**src/rtl/core/mlft_pkg.sv**
```systemverilog
// constants, codes and types shared by the learning table modules
package mlft_pkg;

	localparam int TABLE_ENTRIES = 256;
	localparam int SWITCH_COUNT  = 16;
	localparam int IDX_W         = $clog2(TABLE_ENTRIES);

	localparam int OP_W     = 2;
	localparam int SW_W     = 4;
	localparam int REASON_W = 2;
	localparam int PORT_W   = 32;
	localparam int MAC_W    = 48;
	localparam int WORD_W   = 32;
	localparam int STATUS_W = 3;
	localparam int SW_CMP_W = 9;

	localparam logic [OP_W-1:0] OP_PACKET_IN    = 2'd0;
	localparam logic [OP_W-1:0] OP_FLOW_REMOVED = 2'd1;
	localparam logic [OP_W-1:0] OP_ATTACH       = 2'd2;

	localparam logic [REASON_W-1:0] REASON_NO_MATCH = 2'd0;
	localparam logic [REASON_W-1:0] REASON_ACTION   = 2'd1;

	localparam logic [STATUS_W-1:0] STATUS_OK        = 3'd0;
	localparam logic [STATUS_W-1:0] STATUS_NO_TABLE  = 3'd1;
	localparam logic [STATUS_W-1:0] STATUS_FULL      = 3'd2;
	localparam logic [STATUS_W-1:0] STATUS_MISMATCH  = 3'd3;
	localparam logic [STATUS_W-1:0] STATUS_BCAST_SRC = 3'd4;

	localparam logic [PORT_W-1:0] FLOOD_PORT     = 32'hFFFF_FFFB;
	localparam logic [MAC_W-1:0]  BROADCAST_MAC  = 48'hFFFF_FFFF_FFFF;
	localparam logic [WORD_W-1:0] PRIORITY_START = 32'd100;

	typedef struct packed {
		logic [SW_W-1:0]   sw;
		logic [MAC_W-1:0]  mac;
		logic [PORT_W-1:0] port;
	} entry_t;

	localparam int ENTRY_W = $bits(entry_t);

	typedef enum logic [1:0] {
		ST_IDLE,
		ST_DECODE,
		ST_SCAN,
		ST_FINISH
	} state_t;

	typedef struct packed {
		logic capture;
		logic attach;
		logic scan_start;
		logic finish;
	} ctl_cmd_t;

	typedef struct packed {
		logic [OP_W-1:0] op;
		logic            reason_ok;
		logic            present;
		logic            scan_done;
		logic            out_free;
	} ctl_status_t;

endpackage

```
**src/rtl/core/mlft_ctrl.sv**
```systemverilog
// controller state machine for the learning table
module mlft_ctrl
	import mlft_pkg::*;
(
	input  logic        clk,
	input  logic        arst_n,
	input  logic        in_valid,
	output logic        in_ready,
	input  ctl_status_t stat,
	output ctl_cmd_t    cmd
);

	state_t state_q;
	state_t state_d;

	always_ff @(posedge clk or negedge arst_n) begin
		if (!arst_n) begin
			state_q <= ST_IDLE;
		end else begin
			state_q <= state_d;
		end
	end

	always_comb begin
		state_d  = state_q;
		cmd      = '0;
		in_ready = 1'b0;
		case (state_q)
			ST_IDLE: begin
				in_ready = 1'b1;
				if (in_valid) begin
					cmd.capture = 1'b1;
					state_d     = ST_DECODE;
				end
			end
			ST_DECODE: begin
				state_d = ST_IDLE;
				case (stat.op)
					OP_ATTACH: begin
						cmd.attach = 1'b1;
					end
					OP_FLOW_REMOVED: begin
						if (stat.present) begin
							cmd.scan_start = 1'b1;
							state_d        = ST_SCAN;
						end
					end
					OP_PACKET_IN: begin
						if (stat.reason_ok) begin
							if (stat.present) begin
								cmd.scan_start = 1'b1;
								state_d        = ST_SCAN;
							end else begin
								state_d = ST_FINISH;
							end
						end
					end
					default: begin
						state_d = ST_IDLE;
					end
				endcase
			end
			ST_SCAN: begin
				if (stat.scan_done) begin
					state_d = ST_FINISH;
				end
			end
			ST_FINISH: begin
				if (stat.op != OP_PACKET_IN || stat.out_free) begin
					cmd.finish = 1'b1;
					state_d    = ST_IDLE;
				end
			end
			default: begin
				state_d = ST_IDLE;
			end
		endcase
	end

endmodule

```
**config.mk**
```make
export PLATFORM = sky130hd
export DESIGN_NAME = mlft_ctrl
export DESIGN_NICKNAME = d
export VERILOG_FILES = /design/src/rtl/core/mlft_pkg.sv /design/src/rtl/core/mlft_ctrl.sv
export SDC_FILE = /design/constraint.sdc
export NUM_CORES = 1
export LEC_CHECK = 0
export BUFFER_PORTS_ARGS = -buffer_cell sky130_fd_sc_hd__buf_4
export CAP_MARGIN = 20
export CORE_AREA = 2 2 39 41
export DETAILED_ROUTE_END_ITERATION = 12
export DIE_AREA = 0 0 41 43
export PLACE_DENSITY = 0.42
export SYNTH_ARGS = -nofsm -noshare
export SYNTH_HDL_FRONTEND = slang
export SYNTH_SLANG_ARGS = --single-unit
```
**constraint.sdc**
```tcl
create_clock -name clk -period 1.25 [get_ports clk]
set_clock_uncertainty 0.2 [all_clocks]
set_input_delay 0.375 -clock clk [delete_from_list [all_inputs] [get_ports clk]]
set_output_delay 0.375 -clock clk [all_outputs]
set_load 0.01 [all_outputs]
```
==> results of run 1 <==
-- per-layer routing --
| metal | wire length, microns | vias up | track usage |
|---|---|---|---|
| met2 | 204 | 13 | 0.0906 |
| li1 | - | 105 | - |
| met4 | 0 | 0 | 0.0800 |
| met1 | 230 | 88 | 0.0809 |
| met3 | 64 | 0 | 0.0157 |
| met5 | 0 | - | 0 |
-- final cells by class --
cell class | count | area (sq um)
fillers | 149 | 1020
well taps | 16 | 20.0
clock buffers | 3 | 22.5
repair buffers | 17 | 134
flip-flops and latches | 2 | 51.3
multi-input cells | 14 | 135
inverters | 1 | 3.75
-- cell usage in the layout (no fill, tap or decap) --
cell | synthesis | layout
sky130_fd_sc_hd__a31oi_1 | 1 | 1
sky130_fd_sc_hd__and2_1 | 1 | 1
sky130_fd_sc_hd__buf_4 | 0 | 15
sky130_fd_sc_hd__buf_6 | 0 | 1
sky130_fd_sc_hd__clkbuf_4 | 0 | 3
sky130_fd_sc_hd__dfrtp_1 | 2 | 1
sky130_fd_sc_hd__dfrtp_2 | 0 | 1
sky130_fd_sc_hd__dlygate4sd3_1 | 0 | 1
sky130_fd_sc_hd__inv_1 | 1 | 1
sky130_fd_sc_hd__mux2_1 | 2 | 1
sky130_fd_sc_hd__mux2_4 | 0 | 1
sky130_fd_sc_hd__nand2b_4 | 0 | 1
sky130_fd_sc_hd__nor2_1 | 4 | 3
sky130_fd_sc_hd__nor2_2 | 0 | 1
sky130_fd_sc_hd__nor3_4 | 0 | 1
sky130_fd_sc_hd__nor4b_1 | 1 | 1
sky130_fd_sc_hd__nor4b_4 | 0 | 1
sky130_fd_sc_hd__o22ai_1 | 1 | 1
sky130_fd_sc_hd__o311a_1 | 1 | 1
-- how the worst max path moves through the flow --
| stage | depth (start not counted) | end | from |
|---|---|---|---|
| global route | 3 | cmd[1] | flip-flop |
| finish | 3 | cmd[1] | flip-flop |
| detailed placement | 3 | cmd[0] | stat[4] |
| global placement | 3 | cmd[0] | stat[4] |
| CTS | 3 | cmd[1] | flip-flop |
| floorplan | 2 | cmd[1] | flip-flop |
-- metrics by stage --
step	util	power, uW
2_1_floorplan	-	334
3_3_place_gp	0.235	490
3_5_place_dp	0.235	493
4_1_cts	0.262	653
5_1_grt	0.265	709
6_report	0.265	641
-- repair_timing --
action,4_1_cts,5_1_grt
hold buffers,1,0
pin swaps,2,2
gates resized for setup,2,1
cloned,0,0
setup endpoints to repair,7,7
hold endpoints to repair,2,0
-- synthesized netlist by cell type (all sizes together) --
cell | count | area (sq um)
nor2 | 4 | 15.0
dfrtp | 2 | 50.1
mux2 | 2 | 22.5
nor4b | 2 | 23.8
a31oi | 1 | 6.26
and2 | 1 | 6.26
inv | 1 | 3.75
nand2b | 1 | 6.26
nor3 | 1 | 5.00
o22ai | 1 | 6.26
o311a | 1 | 10.0
-- cells by family after synthesis --
kind of cell,count (synthesis),share of synthesized area
flops,2,0.323
simple gates,9,0.363
buf+inv,1,0.0242
compound gates,3,0.145
mux,2,0.145
-- critical path: cells and delay by family (launching register included) --
family                 cells  cell delay, ns
buffers and inverters      1            0.15
flip-flops                 1            0.36
AND/OR/NAND/NOR            2            0.37
-- report_power, final --
group / switching (uW) / internal [uW]
registers: 39.1 / 102
clock network: 35.5 / 106
logic: 159 / 199
total: 233 / 407
==> qor.log, run 1 <==
qor: global_route.grt_max_degree 6
qor: timing.worst-slew-pin-transition 0.243 ns
qor: timing.final-max-slew-violation-count 0
qor: yosys.ff_latch_count_synth 2
qor: timing.relSlewSlack 0.836
qor: layout.area_growth 136%
qor: placement.detailed_place_hpwl 403 microns
qor: critical_path.critPathMaxStageDelay 0.36 ns
qor: placement.placement.cell_area 325 sq um
qor: timing.grt_setup_unrepaired true
qor: yosys.synth-seq-area-share 0.323
qor: drt.initialDrtViolationCount 1
qor: drt.totalWireLength 500 microns
qor: cts.post_cts.repair.setup_buffers 0
qor: yosys.post_synth.cell_area_avg 9.13 sq um
qor: critical_path.timing.reg2reg.setup_slack -0.10 ns
qor: timing.finalSetupViolations 6
qor: power_and_ir_drop.p_per_area 1750 mW/mm^2
qor: run_status.status complete, but fails checks
qor: critical_path.worstReg2RegEnd state_q[0]$_DFFE_PN0P_
qor: floorplan.i_o_pins 14
qor: global_route.globalRouteTotalUtil 0.0694
qor: placement.placement.io_buffers 13
qor: critical_path.critical_path_cell_list nand2b_4, nor4b_4, buf_4
qor: timing.final.setup.worst_slack -0.432 ns
qor: timing.hold_viol 0
qor: drt.wire_length_per_cell_after_detailed_routing 9.43 microns
qor: global_route.grt_pass1_wl 786 microns
qor: timing.post-route-min-period 1.68 ns
qor: cts.clock-root-buffer sky130_fd_sc_hd__clkbuf_4
qor: global_route.grt_pass1_vias 212
qor: placement.placement.setup.worst_slack -0.364 ns
qor: timing.finalCritPeriodShare 1.35
qor: critical_path.end_kind output pin
qor: job.maxCapViolCount 0
qor: timing.final.setup.tns -1.94 ns
qor: cts.numClockSinks 2
qor: drt.detail_route.drc_violations 0
qor: critical_path.critical_path.max_fanout 3
qor: layout.design.final.nets 48
qor: floorplan.die_footprint 0.00176 sq mm
qor: drt.via_per_inst 3.89
qor: cts.clock_tree.htree_level_count 1
qor: cts.cts.clk_slew.worst_paths 0.03 ns
qor: cts.cts_buffers 3
qor: placement.placedCellCount 49
qor: yosys.syn_nets 26
qor: drt.drt.antenna.violating_nets 0
qor: hold_path.holdCritPathClass input port to async pin
qor: yosys.synth-warning-count 0
qor: cts.clk_path_buf_depth 2
qor: power_and_ir_drop.total_leakage_power 0.000176 uW
qor: critical_path.crit_arrival 1.11 ns
qor: critical_path.setup.worst_path.class flip-flop to output pin
qor: global_route.grt_overflow_total 0
qor: timing.finalHoldWorstSlack 0.271 ns
qor: layout.diodes 0
qor: layout.final-instance-count-excl-fill 53
qor: yosys.netlist-cell-type-count 12
qor: layout.fin_area 367 sq um
qor: yosys.synth.cell_area 155 sq um
qor: floorplan.die_w 41 microns
qor: global_route.antenna_found_initial 0
qor: floorplan.fp.coreArea 0.00138 sq mm
qor: critical_path.timing.critical_path.slowest_stage_cell sky130_fd_sc_hd__dfrtp_1
qor: floorplan.die-height 43 microns
qor: layout.final_layout_size_suffix_gt1_frac 0.676
qor: placement.gp_congestion 0.663
qor: floorplan.std_cell_rows 14
qor: critical_path.worst_setup_path_start_kind flip-flop
qor: critical_path.rr_worst_depth 4
qor: power_and_ir_drop.max-vdd-ir-drop 0.676 mV
qor: run_status.failing_checks negative setup slack
qor: drt.drt_pass1_iterations 2
qor: timing.fmax 595 MHz
qor: floorplan.start_util 0.112
qor: yosys.netlist_instances 17
qor: cts.tritoncts_clock_tree done
qor: critical_path.required_time_worst_endpoint 0.68 ns
qor: cts.later_pin_clock_latency_in_the_skew_report 0.22 ns
qor: drt.route.vias.total 206
(Power assumes the default switching activity.)
==> inputs of run 2 (changes only) <==
--- a/config.mk
+++ b/config.mk
@@ -11,6 +11,7 @@
 export DETAILED_ROUTE_END_ITERATION = 12
 export DIE_AREA = 0 0 41 43
 export PLACE_DENSITY = 0.42
+export SETUP_SLACK_MARGIN = 0.1
 export SYNTH_ARGS = -nofsm -noshare
 export SYNTH_HDL_FRONTEND = slang
 export SYNTH_SLANG_ARGS = --single-unit
==> run 2 against run 1 <==
The flow still finishes with violations (negative setup slack). Utilization increased by 3.2 points. Highest routed layer unchanged. Combinational power increased by 25%. Clock power about the same. Flip-flop and latch count unchanged.
==> qor.log, run 2 (same netlist as run 1, synthesis figures left out) <==
qor: layout.area_growth 165%
qor: drt.via_per_inst 3.89 [+0.16%]
qor: layout.most-common-layout-cells sky130_fd_sc_hd__buf_4 (17), sky130_fd_sc_hd__clkbuf_4 (3), sky130_fd_sc_hd__nor2_1 (2), sky130_fd_sc_hd__nor2_2 (2), sky130_fd_sc_hd__buf_6 (2)
qor: timing.post-route-min-period 1.72 ns [+0.0352 ns]
qor: drt.wire_length_per_cell_after_detailed_routing 10.5 microns [+11%]
qor: global_route.globalRouteTotalUtil 0.0822 [+0.0128]
qor: global_route.grt_pass1_wl 924 microns [+18%]
qor: critical_path.worst_setup_path_start_kind flip-flop
qor: global_route.grt_max_degree 5 [-1]
qor: run_status.status complete, but fails checks
qor: critical_path.worstReg2RegEnd state_q[0]$_DFFE_PN0P_
qor: timing.final.setup.tns -1.94 ns [-0.000510 ns]
qor: critical_path.path_delay_family simple AND/OR/NAND/NOR gates
qor: global_route.grt_pass1_vias 247 [+17%]
qor: job.maxCapViolCount 0 [unchanged]
qor: placement.placement.cell_area 352 sq um [+8.1%]
qor: timing.grt_setup_unrepaired true
qor: layout.design.final.nets 51 [+6.3%]
qor: layout.fillers 158 [+6.0%]
qor: drt.route.vias.total 218 [+5.8%]
qor: power_and_ir_drop.finalPower 732 uW [+14%]
qor: floorplan.i_o_pins 14 [unchanged]
qor: critical_path.crit_arrival 1.14 ns [+0.03 ns]
qor: critical_path.end_kind output pin
qor: critical_path.rr_worst_depth 4 [unchanged]
qor: power_and_ir_drop.p_per_area 1780 mW/mm^2 [+2.0%]
qor: critical_path.critPathMaxStageDelay 0.37 ns [about the same]
qor: layout.fin_area 410 sq um [+12%]
qor: cts.cts.clk_slew.worst_paths 0.03 ns [about the same]
qor: timing.finalSetupViolations 6 [unchanged]
qor: placement.gp_congestion 0.612 [-7.7%]
qor: timing.hold_viol 0 [unchanged]
qor: cts.tritoncts_clock_tree done
qor: cts.later_pin_clock_latency_in_the_skew_report 0.22 ns [about the same]
qor: floorplan.die-height 43 microns [unchanged]
qor: critical_path.critical_path.max_fanout 3 [unchanged]
qor: run_status.failing_checks negative setup slack
qor: floorplan.std_cell_rows 14 [unchanged]
qor: timing.relSlewSlack 0.798 [-0.0381]
qor: drt.drt_pass1_iterations 1 [-1]
qor: cts.clk_path_buf_depth 2 [unchanged]
qor: drt.detail_route.drc_violations 0 [unchanged]
qor: critical_path.timing.reg2reg.setup_slack -0.12 ns [-0.02 ns]
qor: floorplan.die_footprint 0.00176 sq mm [unchanged]
qor: floorplan.fp.coreArea 0.00138 sq mm [unchanged]
qor: critical_path.timing.critical_path.slowest_stage_cell sky130_fd_sc_hd__dfrtp_1
qor: layout.diodes 0 [unchanged]
qor: drt.totalWireLength 587 microns [+17%]
qor: layout.final-instance-count-excl-fill 56 [+5.7%]
qor: timing.final.setup.worst_slack -0.467 ns [-0.0352 ns]
qor: placement.placement.setup.worst_slack -0.332 ns [+0.0321 ns]
qor: timing.worst-slew-pin-transition 0.299 ns [+0.0564 ns]
qor: cts.clock-root-buffer sky130_fd_sc_hd__clkbuf_4
qor: drt.initialDrtViolationCount 0 [-1]
qor: placement.placement.io_buffers 13 [unchanged]
qor: placement.placedCellCount 52 [+6.1%]
qor: power_and_ir_drop.max-vdd-ir-drop 0.483 mV [-29%]
qor: timing.fmax 583 MHz [-2.0%]
qor: critical_path.setup.worst_path.class flip-flop to output pin
qor: floorplan.start_util 0.112 [unchanged]
qor: power_and_ir_drop.total_leakage_power 0.000193 uW [+9.5%]
qor: cts.numClockSinks 2 [unchanged]
qor: global_route.antenna_found_initial 0 [unchanged]
qor: cts.cts_buffers 3 [unchanged]
qor: layout.final_layout_size_suffix_gt1_frac 0.750 [+0.0743]
qor: timing.final-max-slew-violation-count 0 [unchanged]
qor: layout.layout.cells.most_common sky130_fd_sc_hd__buf_4
qor: critical_path.cp.depth 3 [unchanged]
qor: critical_path.worstPathBufferInverterCount 1 [unchanged]
qor: critical_path.critical_path_cell_list nand2b_4, nor4b_4, buf_4
qor: drt.drt.antenna.violating_nets 0 [unchanged]
qor: global_route.grt_overflow_total 0 [unchanged]
qor: cts.post_cts.repair.setup_buffers 0 [unchanged]
qor: cts.clock_tree.htree_level_count 1 [unchanged]
qor: floorplan.die_w 41 microns [unchanged]
qor: timing.finalCritPeriodShare 1.37 [+0.0281]
qor: critical_path.required_time_worst_endpoint 0.68 ns [about the same]
qor: hold_path.holdCritPathClass input port to async pin
==> run 2: changes by cell type in the layout (fill, tap and decap cells not counted) <==
cell | previous run | this run
sky130_fd_sc_hd__nor2_2 | 1 | 2
sky130_fd_sc_hd__buf_6 | 1 | 2
sky130_fd_sc_hd__buf_4 | 15 | 17
sky130_fd_sc_hd__nor2_1 | 3 | 2
sky130_fd_sc_hd__a31oi_1 | 1 | 0
sky130_fd_sc_hd__a31oi_4 | 0 | 1
==> run 2: metal layers <==
layer	wire, microns	GRT usage	part of all wire	vias to the layer above
met5	0	0	0	-
met4	0	0.0600	0	0
met3	24	0.0157	0.041	0
met2	405	0.156	0.69	4
met1	157	0.0641	0.27	103
li1	-	-	-	111
==> run 2: what timing repair did <==
item / CTS / global route
hold buffers: 1 / 0
gates resized for setup: 2 / 3
setup endpoints to repair: 7 / 7
pin swaps: 1 / 0
endpoints found under the hold margin: 2 / 0
==> run 2: worst max-delay path by stage <==
| stage | from | endpoint | slack (ns) |
|---|---|---|---|
| finish | flip-flop | cmd[1] | -0.47 |
| global route | flip-flop | cmd[1] | -0.51 |
| CTS | flip-flop | cmd[1] | -0.48 |
| detailed placement | stat[5] | cmd[0] | -0.33 |
| global placement | stat[4] | cmd[0] | -0.33 |
| floorplan | flip-flop | cmd[1] | -0.16 |
==> run 2: metrics by stage <==
| step | hold WS, ns | utilization |
|---|---|---|
| 2_1_floorplan | -0.121 | - |
| 3_3_place_gp | -0.0438 | 0.254 |
| 3_5_place_dp | -0.0423 | 0.254 |
| 4_1_cts | 0.270 | 0.283 |
| 5_1_grt | 0.276 | 0.297 |
| 6_report | 0.272 | 0.297 |
==> run 2: area by class of cell <==
class | instances | area, sq um | share of cell area
clock buffer | 3 | 22.5 | 0.0549
inverter | 1 | 3.75 | 0.00915
multi-input combinational | 14 | 153 | 0.372
sequential | 2 | 51.3 | 0.125
tap | 16 | 20.0 | 0.0488
timing repair buffer | 20 | 160 | 0.390
==> run 2: where the power goes <==
part	total (uW)	leakage, uW	switching, uW	internal [uW]
Clock	144	0.0000138	37.7	106
Sequential	139	0.0000231	36.6	102
Combinational	449	0.000156	195	254
Total	731	0.000193	270	462
==> inputs of run 3 (changes only) <==
--- a/config.mk
+++ b/config.mk
@@ -5,12 +5,13 @@
 export SDC_FILE = /design/constraint.sdc
 export NUM_CORES = 1
 export LEC_CHECK = 0
-export BUFFER_PORTS_ARGS = -buffer_cell sky130_fd_sc_hd__buf_4
+export BUFFER_PORTS_ARGS = -buffer_cell sky130_fd_sc_hd__buf_2
 export CAP_MARGIN = 20
 export CORE_AREA = 2 2 39 41
 export DETAILED_ROUTE_END_ITERATION = 12
 export DIE_AREA = 0 0 41 43
-export PLACE_DENSITY = 0.42
+export PLACE_DENSITY = 0.41
+export RECOVER_POWER = 50
 export SETUP_SLACK_MARGIN = 0.1
 export SYNTH_ARGS = -nofsm -noshare
 export SYNTH_HDL_FRONTEND = slang
==> constraint.sdc (replaced) <==
create_clock -name clk -period 2.03 [get_ports clk]
set_clock_uncertainty 0.2 [all_clocks]
set_input_delay 0.609 -clock clk [delete_from_list [all_inputs] [get_ports clk]]
set_output_delay 0.609 -clock clk [all_outputs]
set_load 0.01 [all_outputs]
==> run 3 against run 2 <==
Hold slack improved by 0.17 ns. The run now ends clean. Register-to-register slack improved by 0.80 ns. Non-clock buffer count fell by 2. Clock power fell by 40%. Worst setup slack improved by 0.51 ns.
==> qor.log, run 3 (same netlist as run 1, synthesis figures left out) <==
qor: run_status.status finished clean
qor: power_and_ir_drop.finalPower 390 uW [-47%]
qor: drt.drt.antenna.violating_nets 0 [unchanged]
qor: critical_path.path_delay_family compound AO/OA/AOI/OAI gates
qor: critical_path.worstPathBufferInverterCount 2 [+1]
qor: cts.clock-root-buffer sky130_fd_sc_hd__clkbuf_4
qor: global_route.grt_pass1_vias 224 [-9.3%]
qor: timing.fmax 502 MHz
qor: layout.fin_area 358 sq um [-13%]
qor: power_and_ir_drop.max-vdd-ir-drop 0.428 mV [-11%]
qor: drt.totalWireLength 518 microns [-12%]
qor: timing.final.setup.worst_slack 0.0385 ns [+0.505 ns]
qor: drt.drt_pass1_iterations 1 [unchanged]
qor: critical_path.worstReg2RegEnd state_q[0]$_DFFE_PN0P_
qor: cts.numClockSinks 2 [unchanged]
qor: placement.placement.io_buffers 13 [unchanged]
qor: timing.relSlewSlack 0.826 [+0.0282]
qor: floorplan.start_util 0.112 [unchanged]
qor: critical_path.timing.reg2reg.setup_slack 0.68 ns [+0.80 ns]
qor: critical_path.setup.worst_path.class input port to output pin
qor: floorplan.die-height 43 microns [unchanged]
qor: timing.hold_viol 0 [unchanged]
qor: layout.layout.cells.most_common sky130_fd_sc_hd__buf_2
qor: critical_path.critical_path_cell_list buf_6, o311a_1, buf_2
qor: cts.tritoncts_clock_tree done
qor: global_route.groute.layer.met2.usage 0.0781 [-0.0781]
qor: placement.placement.setup.worst_slack -0.0113 ns [+0.320 ns]
qor: layout.diodes 0 [unchanged]
qor: critical_path.end_kind output pin
qor: drt.detail_route.drc_violations 0 [unchanged]
qor: placement.placement.cell_area 263 sq um [-25%]
qor: critical_path.rr_worst_depth 4 [unchanged]
qor: layout.area_growth 131%
qor: critical_path.crit_arrival 1.18 ns [+0.04 ns]
qor: global_route.grtUsageMet1 0.0962 [+0.0321]
qor: floorplan.die_footprint 0.00176 sq mm [unchanged]
qor: global_route.globalRouteTotalUtil 0.0702 [-0.0120]
qor: critical_path.critical_path.max_fanout 2 [-1]
qor: layout.final-instance-count-excl-fill 54 [-3.6%]
qor: drt.initialDrtViolationCount 0 [unchanged]
qor: global_route.grt_overflow_total 0 [unchanged]
qor: global_route.grt_max_degree 6 [+1]
qor: timing.worst-slew-pin-transition 0.257 ns [-0.0417 ns]
qor: hold_path.timing.hold.worst_path_depth 3
qor: critical_path.timing.critical_path.slowest_stage_cell sky130_fd_sc_hd__o311a_1
qor: cts.cts_buffers 3 [unchanged]
qor: job.maxCapViolCount 0 [unchanged]
qor: global_route.grt.busiest_layer met1
qor: layout.fillers 153 [-3.2%]
qor: critical_path.worst_setup_path_start_kind input port
qor: layout.most-common-layout-cells sky130_fd_sc_hd__buf_2 (8), sky130_fd_sc_hd__clkbuf_4 (5)
qor: global_route.grt_pass1_wl 807 microns [-13%]
qor: hold_path.holdCritPathClass flip-flop to flip-flop
qor: cts.clk_path_buf_depth 2 [unchanged]
qor: drt.route.vias.total 211 [-3.2%]
qor: drt.via_per_inst 3.91 [+0.37%]
qor: timing.finalSetupViolations 0 [-6]
qor: critical_path.required_time_worst_endpoint 1.22 ns [+0.54 ns]
qor: timing.post-route-min-period 1.99 ns
qor: cts.clock_tree.htree_level_count 1 [unchanged]
qor: timing.grt_setup_unrepaired true
qor: global_route.antenna_found_initial 0 [unchanged]
qor: timing.finalCritPeriodShare 0.981
qor: layout.design.final.nets 49 [-3.9%]
qor: floorplan.std_cell_rows 14 [unchanged]
qor: layout.final_layout_size_suffix_gt1_frac 0.632 [-0.118]
qor: timing.final-max-slew-violation-count 0 [unchanged]
qor: floorplan.i_o_pins 14 [unchanged]
qor: drt.wire_length_per_cell_after_detailed_routing 9.59 microns [-8.5%]
qor: critical_path.critPathMaxStageDelay 0.34 ns [-0.03 ns]
qor: global_route.met3_usage 0.0628 [+0.0471]
qor: power_and_ir_drop.p_per_area 1090 mW/mm^2 [-39%]
qor: cts.later_pin_clock_latency_in_the_skew_report 0.22 ns [about the same]
qor: cts.cts.clk_slew.worst_paths 0.03 ns [about the same]
qor: placement.gp_congestion 0.726 [+19%]
qor: floorplan.die_w 41 microns [unchanged]
qor: power_and_ir_drop.total_leakage_power 0.000170 uW [-12%]
qor: floorplan.fp.coreArea 0.00138 sq mm [unchanged]
qor: placement.placedCellCount 49 [-5.8%]
run 3: what timing repair did:
action,in CTS,in global routing
hold buffers,1,0
pin swaps,3,1
setup endpoints to repair,2,3
hold endpoints to repair,2,0
gates resized for setup,12,2
buffers inserted,1,0
run 3: worst max-delay path by stage:
stage | from | endpoint | slack (ns) | depth (start not counted)
floorplan | stat[4] | cmd[0] | 0.22 | 1
global placement | stat[4] | cmd[0] | 0.0006 | 3
detailed placement | stat[4] | cmd[0] | -0.01 | 3
CTS | stat[0] | cmd[0] | 0.04 | 3
global route | stat[0] | cmd[0] | 0.007 | 3
finish | stat[0] | cmd[0] | 0.04 | 3
run 3: stage by stage:
step / hold slack, ns / util / setup TNS, ns
after global placement: 0.200 / 0.190 / 0
final: 0.446 / 0.259 / 0
after floorplan: 0.113 / - / 0
after detailed placement: 0.200 / 0.190 / -0.0113
after global routing: 0.486 / 0.259 / 0
after CTS: 0.434 / 0.254 / 0
run 3: report_power, final:
group          switching (uW)  internal (uW)
clock network            21.6           65.1
registers                28.2           62.9
logic                    92.3            120
total                     142            248
run 3: per-layer routing:
| layer | share of wire | up-vias |
|---|---|---|
| met3 | 0.15 | 0 |
| met5 | 0 | - |
| met1 | 0.49 | 90 |
| met4 | 0 | 0 |
| met2 | 0.35 | 14 |
| li1 | - | 107 |
run 3: cell type report:
type / count / area, sq um / area share
flip-flops and latches: 2 / 51.3 / 0.143
well taps: 16 / 20.0 / 0.0559
inverters: 1 / 3.75 / 0.0105
clock buffers: 3 / 22.5 / 0.0629
repair buffers: 18 / 136 / 0.381
multi-input cells: 14 / 124 / 0.346
run 3: worst min-delay path: stages, from the launching register on:
cell                      delay (ns)
sky130_fd_sc_hd__dfrtp_1        0.33
sky130_fd_sc_hd__buf_4          0.14
sky130_fd_sc_hd__a31oi_1        0.05
sky130_fd_sc_hd__nor2_1         0.08
